`src/rtl/deq_pkg.sv`:
```
// ----------------------------------------------------------------------------
// deq_pkg
// Shared types and codes for the double-ended queue: command and status
// codes, field widths and the result record.
// ----------------------------------------------------------------------------
package deq_pkg;

	localparam int CMD_W   = 3;
	localparam int VALUE_W = 32;
	localparam int COUNT_W = 7;
	localparam int OCC_W   = 7;

	typedef enum logic [CMD_W-1:0] {
		CMD_PUSH_FRONT   = 3'd0,
		CMD_PUSH_BACK    = 3'd1,
		CMD_REMOVE_FRONT = 3'd2,
		CMD_REMOVE_BACK  = 3'd3,
		CMD_DUMP         = 3'd4
	} cmd_t;

	typedef enum logic [1:0] {
		ST_OK        = 2'd0,
		ST_FULL      = 2'd1,
		ST_UNDERFLOW = 2'd2,
		ST_EMPTY     = 2'd3
	} status_t;

	typedef enum logic {
		FSM_IDLE = 1'b0,
		FSM_DUMP = 1'b1
	} fsm_t;

	typedef struct packed {
		logic signed [VALUE_W-1:0] data;
		logic                      is_last;
		logic [1:0]                status;
		logic [OCC_W-1:0]          occupancy;
	} rsp_t;

endpackage

```
`src/rtl/deq_req_if.sv`:
```
// ----------------------------------------------------------------------------
// deq_req_if
// Command channel: valid/ready handshake with the command payload.
// ----------------------------------------------------------------------------
interface deq_req_if;
	import deq_pkg::*;

	logic                      valid;
	logic                      ready;
	logic [CMD_W-1:0]          cmd;
	logic signed [VALUE_W-1:0] value;
	logic [COUNT_W-1:0]        remove_count;

	modport source (output valid, output cmd, output value, output remove_count,
		input ready);
	modport sink (input valid, input cmd, input value, input remove_count,
		output ready);
endinterface

```
`src/rtl/deq_rsp_if.sv`:
```
// ----------------------------------------------------------------------------
// deq_rsp_if
// Result channel: valid/ready handshake with the result payload.
// ----------------------------------------------------------------------------
interface deq_rsp_if;
	import deq_pkg::*;

	logic                      valid;
	logic                      ready;
	logic signed [VALUE_W-1:0] data;
	logic                      is_last;
	logic [1:0]                status;
	logic [OCC_W-1:0]          occupancy;

	modport source (output valid, output data, output is_last, output status,
		output occupancy, input ready);
	modport sink (input valid, input data, input is_last, input status,
		input occupancy, output ready);
endinterface

```
`src/rtl/deq_ram.sv`:
```
// ----------------------------------------------------------------------------
// deq_ram
// Generic single-clock RAM, one write port and one read port, registered
// read data that holds until the next read.
// ----------------------------------------------------------------------------
module deq_ram #(
	parameter int WIDTH = 32,
	parameter int DEPTH = 64
) (
	input  logic                     clk,
	input  logic                     we,
	input  logic [$clog2(DEPTH)-1:0] waddr,
	input  logic [WIDTH-1:0]         wdata,
	input  logic                     re,
	input  logic [$clog2(DEPTH)-1:0] raddr,
	output logic [WIDTH-1:0]         rdata
);

	logic [WIDTH-1:0] mem [DEPTH];

	always_ff @(posedge clk) begin
		if (we) begin
			mem[waddr] <= wdata;
		end
		if (re) begin
			rdata <= mem[raddr];
		end
	end

endmodule

```
`src/rtl/deq_ctrl.sv`:
```
// ----------------------------------------------------------------------------
// deq_ctrl
// Command sequencer: ring pointers, entry count, RAM addressing and the
// dump walk.
// ----------------------------------------------------------------------------
module deq_ctrl #(
	parameter int DEPTH      = 64,
	parameter int DATA_WIDTH = 32
) (
	input  logic                              clk,
	input  logic                              arst_n,
	input  logic                              req_valid,
	output logic                              req_ready,
	input  logic [deq_pkg::CMD_W-1:0]         cmd,
	input  logic signed [deq_pkg::VALUE_W-1:0] value,
	input  logic [deq_pkg::COUNT_W-1:0]       remove_count,
	input  logic                              slot_free,
	output logic                              res_valid,
	output deq_pkg::rsp_t                     res,
	output logic                              ram_we,
	output logic [$clog2(DEPTH)-1:0]          ram_waddr,
	output logic [DATA_WIDTH-1:0]             ram_wdata,
	output logic                              ram_re,
	output logic [$clog2(DEPTH)-1:0]          ram_raddr,
	input  logic [DATA_WIDTH-1:0]             ram_rdata
);
	import deq_pkg::*;

	localparam int AW = $clog2(DEPTH);
	localparam int CW = $clog2(DEPTH + 1);
	localparam int SW = CW + 1;

	fsm_t          state_q, state_d;
	logic [AW-1:0] front_q, front_d;
	logic [CW-1:0] count_q, count_d;
	logic [AW-1:0] cursor_q, cursor_d;
	logic [CW-1:0] remain_q, remain_d;

	logic                accept;
	logic                full;
	logic                empty;
	logic [COUNT_W-1:0]  n_clamped;
	logic [AW-1:0]       front_dec;
	logic [AW-1:0]       back_addr;
	logic [AW-1:0]       front_adv;
	logic [AW-1:0]       cursor_inc;

	function automatic logic [AW-1:0] ring_add(input logic [AW-1:0] a,
		input logic [CW-1:0] b);
		logic [SW-1:0] sum;
		sum = SW'(a) + SW'(b);
		if (sum >= SW'(DEPTH)) begin
			sum = sum - SW'(DEPTH);
		end
		return sum[AW-1:0];
	endfunction

	assign full    = (count_q == CW'(DEPTH));
	assign empty   = (count_q == '0);
	assign req_ready = (state_q == FSM_IDLE) && slot_free;
	assign accept  = req_valid && req_ready;

	assign n_clamped  = (remove_count > COUNT_W'(count_q)) ? COUNT_W'(count_q)
		: remove_count;
	assign front_dec  = (front_q == '0) ? AW'(DEPTH - 1) : front_q - AW'(1);
	assign back_addr  = ring_add(front_q, count_q);
	assign front_adv  = ring_add(front_q, n_clamped[CW-1:0]);
	assign cursor_inc = ring_add(cursor_q, CW'(1));

	// next state
	always_comb begin
		state_d = state_q;
		unique case (state_q)
			FSM_IDLE: begin
				if (accept && cmd == CMD_DUMP && !empty) begin
					state_d = FSM_DUMP;
				end
			end
			FSM_DUMP: begin
				if (slot_free && remain_q == CW'(1)) begin
					state_d = FSM_IDLE;
				end
			end
			default: state_d = FSM_IDLE;
		endcase
	end

	// datapath and outputs
	always_comb begin
		front_d   = front_q;
		count_d   = count_q;
		cursor_d  = cursor_q;
		remain_d  = remain_q;
		ram_we    = 1'b0;
		ram_waddr = back_addr;
		ram_wdata = DATA_WIDTH'(value);
		ram_re    = 1'b0;
		ram_raddr = front_q;
		res_valid = 1'b0;
		res.data      = '0;
		res.is_last   = 1'b1;
		res.status    = ST_OK;
		res.occupancy = OCC_W'(count_q);

		unique case (state_q)
			FSM_IDLE: begin
				if (accept) begin
					res_valid = 1'b1;
					unique case (cmd_t'(cmd))
						CMD_PUSH_FRONT: begin
							if (full) begin
								res.status = ST_FULL;
							end else begin
								front_d   = front_dec;
								count_d   = count_q + CW'(1);
								ram_we    = 1'b1;
								ram_waddr = front_dec;
							end
						end
						CMD_PUSH_BACK: begin
							if (full) begin
								res.status = ST_FULL;
							end else begin
								count_d   = count_q + CW'(1);
								ram_we    = 1'b1;
								ram_waddr = back_addr;
							end
						end
						CMD_REMOVE_FRONT, CMD_REMOVE_BACK: begin
							if (remove_count > COUNT_W'(count_q)) begin
								res.status = ST_UNDERFLOW;
							end
							count_d = count_q - n_clamped[CW-1:0];
							if (cmd_t'(cmd) == CMD_REMOVE_FRONT) begin
								front_d = front_adv;
							end
						end
						CMD_DUMP: begin
							if (empty) begin
								res.status = ST_EMPTY;
							end else begin
								// first read goes out now; results come from the dump state once the slot is free
								res_valid = 1'b0;
								ram_re    = 1'b1;
								ram_raddr = front_q;
								cursor_d  = front_q;
								remain_d  = count_q;
							end
						end
						default: ;
					endcase
					res.occupancy = OCC_W'(count_d);
				end
			end
			FSM_DUMP: begin
				if (slot_free) begin
					res_valid   = 1'b1;
					res.data    = VALUE_W'($signed(ram_rdata));
					res.is_last = (remain_q == CW'(1));
					remain_d    = remain_q - CW'(1);
					if (remain_q != CW'(1)) begin
						ram_re    = 1'b1;
						ram_raddr = cursor_inc;
						cursor_d  = cursor_inc;
					end
				end
			end
			default: ;
		endcase
	end

	always_ff @(posedge clk or negedge arst_n) begin
		if (!arst_n) begin
			state_q  <= FSM_IDLE;
			front_q  <= '0;
			count_q  <= '0;
			cursor_q <= '0;
			remain_q <= '0;
		end else begin
			state_q  <= state_d;
			front_q  <= front_d;
			count_q  <= count_d;
			cursor_q <= cursor_d;
			remain_q <= remain_d;
		end
	end

endmodule

```
`src/rtl/double_ended_queue.sv`:
```
// A bounded double-ended queue of DEPTH signed words held in a ring buffer in
// one RAM. Push front, push back, remove front, remove back and unused command
// codes each give one status transaction; they can follow one another every
// cycle as long as the result side keeps taking results. A dump first issues
// the read of the front entry, then reads the entries out in turn through the
// RAM's single registered read port, one read in flight at a time; no new
// command is taken until the last entry has gone into the output register.
// Stored words keep DATA_WIDTH bits and come back sign-extended to 32 bits.
// The RAM needs no clearing after reset; entries are read only once written.
// ----------------------------------------------------------------------------
// double_ended_queue
// Top level: sequencer, entry RAM and the output register.
// ----------------------------------------------------------------------------
module double_ended_queue #(
	parameter int DEPTH      = 64,
	parameter int DATA_WIDTH = 32
) (
	input  logic       clk,
	input  logic       arst_n,
	deq_req_if.sink    req,
	deq_rsp_if.source  rsp
);
	import deq_pkg::*;

	localparam int AW = $clog2(DEPTH);

	logic                  slot_free;
	logic                  res_valid;
	rsp_t                  res;
	logic                  out_valid_q;
	rsp_t                  out_q;
	logic                  ram_we;
	logic [AW-1:0]         ram_waddr;
	logic [DATA_WIDTH-1:0] ram_wdata;
	logic                  ram_re;
	logic [AW-1:0]         ram_raddr;
	logic [DATA_WIDTH-1:0] ram_rdata;

	assign slot_free = !out_valid_q || rsp.ready;

	deq_ctrl #(
		.DEPTH      (DEPTH),
		.DATA_WIDTH (DATA_WIDTH)
	) u_ctrl (
		.clk          (clk),
		.arst_n       (arst_n),
		.req_valid    (req.valid),
		.req_ready    (req.ready),
		.cmd          (req.cmd),
		.value        (req.value),
		.remove_count (req.remove_count),
		.slot_free    (slot_free),
		.res_valid    (res_valid),
		.res          (res),
		.ram_we       (ram_we),
		.ram_waddr    (ram_waddr),
		.ram_wdata    (ram_wdata),
		.ram_re       (ram_re),
		.ram_raddr    (ram_raddr),
		.ram_rdata    (ram_rdata)
	);

	deq_ram #(
		.WIDTH (DATA_WIDTH),
		.DEPTH (DEPTH)
	) u_ram (
		.clk   (clk),
		.we    (ram_we),
		.waddr (ram_waddr),
		.wdata (ram_wdata),
		.re    (ram_re),
		.raddr (ram_raddr),
		.rdata (ram_rdata)
	);

	always_ff @(posedge clk or negedge arst_n) begin
		if (!arst_n) begin
			out_valid_q <= 1'b0;
		end else if (slot_free) begin
			out_valid_q <= res_valid;
		end
	end

	always_ff @(posedge clk) begin
		if (slot_free && res_valid) begin
			out_q <= res;
		end
	end

	assign rsp.valid     = out_valid_q;
	assign rsp.data      = out_q.data;
	assign rsp.is_last   = out_q.is_last;
	assign rsp.status    = out_q.status;
	assign rsp.occupancy = out_q.occupancy;

endmodule

```
`src/flat_wrapper.sv`:
```
// flat-port wrapper written by rule: the top's interface ports become plain ports
module double_ended_queue_flat import deq_pkg::*;
#(
	parameter int DEPTH      = 64,
	parameter int DATA_WIDTH = 32
)
  (clk, arst_n, req_valid, req_cmd, req_value, req_remove_count, req_ready, rsp_valid, rsp_data, rsp_is_last, rsp_status, rsp_occupancy, rsp_ready);
  deq_req_if req_i ();
  deq_rsp_if rsp_i ();
  input  logic clk;
  input  logic arst_n;
  input wire logic [$bits(req_i.valid)-1:0] req_valid;
  input wire logic [$bits(req_i.cmd)-1:0] req_cmd;
  input wire logic [$bits(req_i.value)-1:0] req_value;
  input wire logic [$bits(req_i.remove_count)-1:0] req_remove_count;
  output wire logic [$bits(req_i.ready)-1:0] req_ready;
  output wire logic [$bits(rsp_i.valid)-1:0] rsp_valid;
  output wire logic [$bits(rsp_i.data)-1:0] rsp_data;
  output wire logic [$bits(rsp_i.is_last)-1:0] rsp_is_last;
  output wire logic [$bits(rsp_i.status)-1:0] rsp_status;
  output wire logic [$bits(rsp_i.occupancy)-1:0] rsp_occupancy;
  input wire logic [$bits(rsp_i.ready)-1:0] rsp_ready;
  assign req_i.valid = req_valid;
  assign req_i.cmd = req_cmd;
  assign req_i.value = req_value;
  assign req_i.remove_count = req_remove_count;
  assign req_ready = req_i.ready;
  assign rsp_valid = rsp_i.valid;
  assign rsp_data = rsp_i.data;
  assign rsp_is_last = rsp_i.is_last;
  assign rsp_status = rsp_i.status;
  assign rsp_occupancy = rsp_i.occupancy;
  assign rsp_i.ready = rsp_ready;
  double_ended_queue #(.DEPTH(DEPTH), .DATA_WIDTH(DATA_WIDTH)) u_core (.clk(clk), .arst_n(arst_n), .req(req_i), .rsp(rsp_i));
endmodule
```
`config.mk`:
```
export PLATFORM = sky130hd
export DESIGN_NAME = double_ended_queue_flat
export DESIGN_NICKNAME = d
export VERILOG_FILES = /design/src/rtl/deq_pkg.sv /design/src/rtl/deq_req_if.sv /design/src/rtl/deq_rsp_if.sv /design/src/rtl/deq_ram.sv /design/src/rtl/deq_ctrl.sv /design/src/rtl/double_ended_queue.sv /design/src/flat_wrapper.sv
export SDC_FILE = /design/constraint.sdc
export NUM_CORES = 2
export LEC_CHECK = 0
export BUFFER_PORTS_ARGS = -buffer_cell sky130_fd_sc_hd__buf_2
export CORE_AREA = 10 10 501 503
export CTS_CLUSTER_DIAMETER = 30
export DETAILED_ROUTE_END_ITERATION = 10
export DIE_AREA = 0 0 511 513
export SETUP_SLACK_MARGIN = 0.15
export SYNTH_ARGS = -nofsm -noshare
export SYNTH_HDL_FRONTEND = slang
export SYNTH_SLANG_ARGS = --single-unit
```
`constraint.sdc`:
```
create_clock -name clk -period 12 [get_ports clk]
set_input_delay 1.8 -clock clk [delete_from_list [all_inputs] [get_ports clk]]
set_output_delay 1.8 -clock clk [all_outputs]
set_load 0.02 [all_outputs]
```
# After elaboration in Yosys (flattened, before gate mapping)
# Memory sizes are Yosys's and may differ from the RTL's. A register that Yosys moved wholly into a read port is not among the register bits.
# Cells that the tools add are included.
[word_totals]
inputBits = 46
word_cells = 116
ramBits = 2048
reg_bits = 70
mem_count = 1
output_inout_bits = 44
[memory_table]
columns = ["name", "depth", "width", "read_ports", "rd_clocked_by_memory_dff", "write_ports", "line", "source"]
rows = [
  ["u_core.u_ram.mem", 64, 32, 1, 1, 1, "deq_ram.sv:19", "logic [WIDTH-1:0] mem [DEPTH];"],
]
[classes]
order_cmp = 4
eq_ne = 14
n_addsub = 10
reduce_logical = 21
mux = 54
bitwise = 2
[ops]
columns = ["operator", "n"]
rows = [
  ["6-bit 2-to-1 mux", 17],
  ["7-bit 2-to-1 mux", 8],
  ["6-bit one-hot mux with 2 select lines", 3],
  ["7-bit one-hot mux with 2 select lines", 2],
  ["6-bit by 1-bit subtractor with 6-bit output, second input constant", 4],
  ["1-bit 2-to-1 mux", 18],
  ["6-bit by 7-bit adder with 8-bit output", 2],
  ["8-bit by 7-bit >= comparator with 1-bit output, second input constant", 2],
  ["5-bit AND reduction", 2],
  ["2-bit != test, second input constant", 4],
  ["6-bit by 1-bit adder with 7-bit output, second input constant", 1],
  ["7-bit by 1-bit adder with 7-bit output, second input constant", 1],
  ["7-bit by 1-bit equality test with 1-bit output, second input constant", 1],
  ["7-bit equality test, second input constant", 1],
  ["7-bit >= comparator, second input constant", 1],
  ["7-bit greater-than comparator", 1],
  ["7-bit logical NOT", 1],
  ["7-bit by 1-bit != test with 1-bit output, second input constant", 1],
  ["7-bit by 1-bit subtractor with 7-bit output, second input constant", 1],
  ["7-bit subtractor", 1],
  ["3-bit by 2-bit equality test with 1-bit output, second input constant", 2],
  ["1-bit logical AND", 6],
  ["6-bit logical NOT", 1],
  ["2-bit by 1-bit != test with 1-bit output, second input constant", 3],
  ["other kinds (13)", 21],
]

# Longest topological paths before layout
[logic_depth]
ltp_word = 8
mapped_depth = 20
depth_no_buf = 18

# Cells and area by module
# From an unflattened synthesis, not the netlist that was laid out.
[unflattened]
hier_cells = 3809
area_unflattened_um2 = 83498.8
[modules_own_cells]
columns = ["mod", "n_inst", "area_per_inst_um2", "cells_per_inst", "seq_area_each_um2"]
rows = [
  ["deq_ram", 1, 78835.6, 3324, 62459.9],
  ["deq_ctrl", 1, 3348.2, 439, 675.6],
  ["double_ended_queue", 1, 1315.0, 46, 1286.2],
]

# Worst setup path after synthesis
# Ideal clock, no wire load.
[synth_path]
kind = "input to register"
start = "in rsp_ready"
end = "mem u_core.u_ram.mem[40][0] (enable)"
t_required_ps = 11579
path_buffers = 2
setup_ps = 421
slack_ps = 6451
stages = 8
arrival_ps = 5127
path_cell_list = "nand2b_1 -> clkbuf_1 -> nand3_1 -> or3_1 -> clkbuf_1 -> a2111oi_1 -> nand3_1 -> nor2_1"
[synth_between]
elab_chain_len = 7
elab_cells_between_ends = 9
classes_between = "mux: 6; reduce/logical: 3"
[synth_rtl]
columns = ["item", "line", "source"]
rows = [
  ["start: declaration", "flat_wrapper.sv:22", "input wire logic [$bits(rsp_i.ready)-1:0] rsp_ready;"],
  ["1-bit logical OR *", "double_ended_queue.sv:39", "assign slot_free = !out_valid_q || rsp.ready;"],
  ["1-bit logical AND *", "deq_ctrl.sv:60", "assign req_ready = (state_q == FSM_IDLE) && slot_free;"],
  ["1-bit logical AND *", "deq_ctrl.sv:61", "assign accept = req_valid && req_ready;"],
  ["1-bit 2-to-1 mux", "deq_ctrl.sv:107", "if (accept) begin"],
  ["1-bit 2-to-1 mux", "deq_ctrl.sv:105", "unique case (state_q)"],
  ["1-bit 2-to-1 mux", "deq_ram.sv:22", "if (we) begin"],
  ["1-bit 2-to-1 mux (not written as such)", "deq_ram.sv:23", "mem[waddr] <= wdata;"],
  ["end: declaration", "deq_ram.sv:19", ""],
]
# Mark *: on every way between the ends. The rest lies on a longest branch, timed or not.

# Final worst setup path
[layout_path]
start = "in rsp_ready"
end = "mem u_core.u_ram.mem[32][15] (enable)"
# The elaborated chain is that of the path after synthesis.

==> qor.csv <==
stage,metric,value,unit
worst_hold_path,HP Start,u_core.u_ctrl.cursor_q[5],
synthesis,Yosys reg bits,2150,
grt,initial antenna violation count,13,
clocking,clock root buffer,clkbuf_16,
timing,Least-Margin Pin Slew,1.33,ns
grt,vias in the first global route,52447,
clocking,# hold bufs at CTS,0,
clocking,H-tree depth,5,
synthesis,Post-synth top flop,edfxtp_1,
timing,total negative setup slack,0,ns
clocking,clk sink count,2150,
drt,DRT antenna net count,0,
grt,largest net degree at the start of global routing,189,
placement,Post-Place Cells,9208,
timing,setup violators final,0,
clocking,post-cts resize count,0,
synthesis,Synthesized Nets,6272,
final_layout,layout overhead on the synthesized area,21.7,%
drt,Initial DRC Count,6943,
synthesis,post-synthesis cell type count,55,
grt,first-pass GRT wire length,355,mm
critical_path,critical path arrival,6.90,ns
clocking,total CTS buffers,411,
drt,Via Count,53825,
clocking,Max clock buf depth,4,
timing,Final Skew,0.0793,ns
critical_path,crit-path max FO,36,
timing,Final Max Slew Viols,0,
timing,Final Hold Viols,0,
clocking,CTS tree,built,
power,VDD IR max,411,uV
floorplanning,initial core utilization,34.9,%
critical_path,CP required,12.52,ns
synthesis,YS warnings,0,
critical_path,endpoint kind of the worst setup timing path,flop,
floorplanning,Die ar.,262000,um2
timing,worst hold slack,0.532,ns
timing,period utilization,53.2,%
critical_path,CP startpoint kind,input pin,
critical_path,Crit Path Class,in -> reg,
floorplanning,Rows,180,
synthesis,Post-synth EDFFs,2122,
floorplanning,I/O Pins,90,
clocking,"Reg clk slew, reported paths",0.05,ns
timing,post-layout worst setup margin,5.62,ns
power,Lkg Pwr,34.6,nW
synthesis,"Cell Area, Synth",83900,um2
critical_path,RR Startpoint,u_core.rsp.valid,
floorplanning,Die W,511,um
floorplanning,CORE AREA,240000,um2
critical_path,worst r2r dst,u_core.u_ram.mem[32][15],
drt,drt drc,0,
run_status,outcome,finished clean,
placement,DPL Wire Length,121,mm
synthesis,"Seq/Total Area, Yosys",76.7,%
timing,min Tclk post-route,6.38,ns
grt,gr usage total,17.8,%
synthesis,mean post-synth cell area,13.6,um2
critical_path,R2R Setup Slk,6.22,ns
timing,Fmax achieved,157,MHz
worst_hold_path,WHS Endpoint,u_core.u_ctrl.cursor_q[5],
final_layout,Final #Nets,6515,
final_layout,area occupied by multi-input gates,18400,um2
final_layout,Fillers,21200,
timing,unrepaired setup endpoints after global routing,no,
drt,drt wl/cell,24.6,um
clocking,later-pin clock latency in the skew report,0.97,ns
drt,DRT Pass-1 Iters,6,
power,PD cells,287,nW/um2
placement,IO Port Bufs,89,
final_layout,register area,64400,um2
placement,Placer Congestion,0.812,
worst_hold_path,HP Class,reg -> reg,
run,max cap viols,0,
synthesis,Synth Instances,6193,
drt,DR vias/cell,5.41,
grt,total grt overflow,0,
final_layout,layout cells sized above 1,14.4,%
synthesis,ys async rst share,1.30,%
worst_hold_path,worst hold path depth,1,
power,Tot Pwr,29.3,mW
critical_path,cells on worst reg2reg path,6,
placement,Placement Setup Slack,4.84,ns
timing,relative slew slack,11.1,%
final_layout,Layout Cells excl Fill,9955,
drt,final WL,244,mm
floorplanning,chip height,513,um
clocking,post-CTS repair timing setup buffer count,0,
## cells in the mapped netlist (2+ instances only)
cell type  instances  area (um2)
o211ai_1           3        22.5
a21oi_1          297        1490
dfrtp_1           28         701
and4_1             2        17.5
or3_1             32         200
and3_1            36         225
edfxtp_1        2122       63700
nor4_1             2        12.5
clkbuf_1         217         815
nor2_1           103         387
o22ai_1           71         444
a21o_1             6        45.0
xnor2_1           13         114
o21bai_1           2        15.0
nor3b_1            2        15.0
xor2_1             9        78.8
a22o_1             8        70.1
o21ai_0           40         200
a22oi_1            3        22.5
a31oi_1            9        56.3
nand3_1          618        3090
buf_1             26        97.6
buf_4              6        45.0
nand2_1         1845        6930
fa_1               3        60.1
mux2i_1           11         110
o21a_1             2        15.0
buf_2            140         701
a32oi_1          253        2220
nand3b_1           3        22.5
inv_1             22        82.6
nand2b_1           7        43.8
ha_1              30         375
o21ai_2            2        17.5
nand4_1          167        1040
or2_2              3        18.8
a32o_1             6        60.1
mux2_2             7        78.8
nor3_1            11        55.1
a311oi_1           3        26.3
nor2b_1            9        56.3
## layer usage
metal	GRT usage (%)	routed length, um	vias up
met4	7.25	9060	2
li1	-	-	23682
met1	23.4	97600	27007
met3	3.41	20900	419
met2	29.1	117000	2715
met5	0	7	-
## logic make-up after synthesis
kind of cell             Yosys count  synth area share, %
multiplexers                      19                0.239
XOR/XNOR                          22                0.230
AND/OR/NAND/NOR                 2841                 14.4
adder cells (fa/ha/maj)           33                0.519
buffers and inverters            412                 2.09
AO/OA/AOI/OAI                    716                 5.73
flip-flops                      2150                 76.7
## flip-flops by register name, summed over array words and instances (netlist names)
signal and cells:
u_core.u_ctrl.count_q 7, u_core.u_ram.mem 2048, u_core.u_ctrl.cursor_q 6, u_core.rsp.occupancy 7, u_core.u_ctrl.front_q 6, u_core.u_ram.rdata 32, u_core.u_ctrl.remain_q 7, u_core.u_ctrl.state_q 1
u_core.rsp.data 32, u_core.rsp.status 2, u_core.rsp.valid 1, u_core.rsp.is_last 1
## layout by cell type (no fill, tap or decap), types with 9 or more instances in the layout
cell type   Yosys  final
a21oi_1       297    296
a31oi_1         9      9
a32oi_1       253    253
and3_1         36     36
buf_12          0     10
buf_2         140     89
buf_4           6    121
bufinv_16       0     54
clkbuf_1      217     43
clkbuf_16       0    415
clkinv_1        0     40
clkinv_2        0     70
clkinv_4        0     27
clkinvlp_4      0     60
dfrtp_1        28     27
edfxtp_1     2122   2122
ha_1           30     30
inv_1          22     22
inv_6           0     26
nand2_1      1845   1842
nand3_1       618    616
nand4_1       167    167
nor2_1        103     37
nor2_4          0     66
nor2b_1         9      9
nor3_1         11      9
o21ai_0        40     40
o22ai_1        71     71
or3_1          32     32
xnor2_1        13     13
xor2_1          9      9
## worst max-delay path: stages
cell	delay, ns
buf_2	0.09
nand2b_2	0.80
nand3_1	0.47
or3_1	0.73
a2111oi_1	0.82
nand3_1	0.86
nor2_4	1.28
## power breakdown
part	total, mW	switching, mW	internal, mW
clock	11.2	3.77	7.47
combinational	9.29	6.85	2.44
sequential	8.78	0.177	8.60
## cell type report
cell class	count	area share, %
flip-flops and latches	2150	63.1
multi-input cells	3631	18.0
clock buffers	460	10.4
well taps	3185	3.90
clock inverters	281	3.04
repair buffers	220	1.52
inverters	22	0.0809
diodes	6	0.0147
## worst max-delay path by stage
stage	end	slack (ns)	from
2_1_floorplan	u_core.u_ram.mem[40][0]	6.45	rsp_ready
3_3_place_gp	u_core.u_ram.mem[32][15]	4.87	rsp_ready
3_5_place_dp	u_core.u_ram.mem[32][15]	4.84	rsp_ready
4_1_cts	u_core.u_ram.mem[32][15]	5.81	rsp_ready
5_1_grt	u_core.u_ram.mem[32][15]	5.41	rsp_ready
6_report	u_core.u_ram.mem[32][15]	5.62	rsp_ready
## metrics by stage
stage          cell area (um2)  utilization [%]
6_report                102000             42.5
3_3_place_gp             88400             36.8
3_5_place_dp             88400             36.8
4_1_cts                 102000             42.5
5_1_grt                 102000             42.5
2_1_floorplan            83900                -
(Power assumes the default switching activity.)
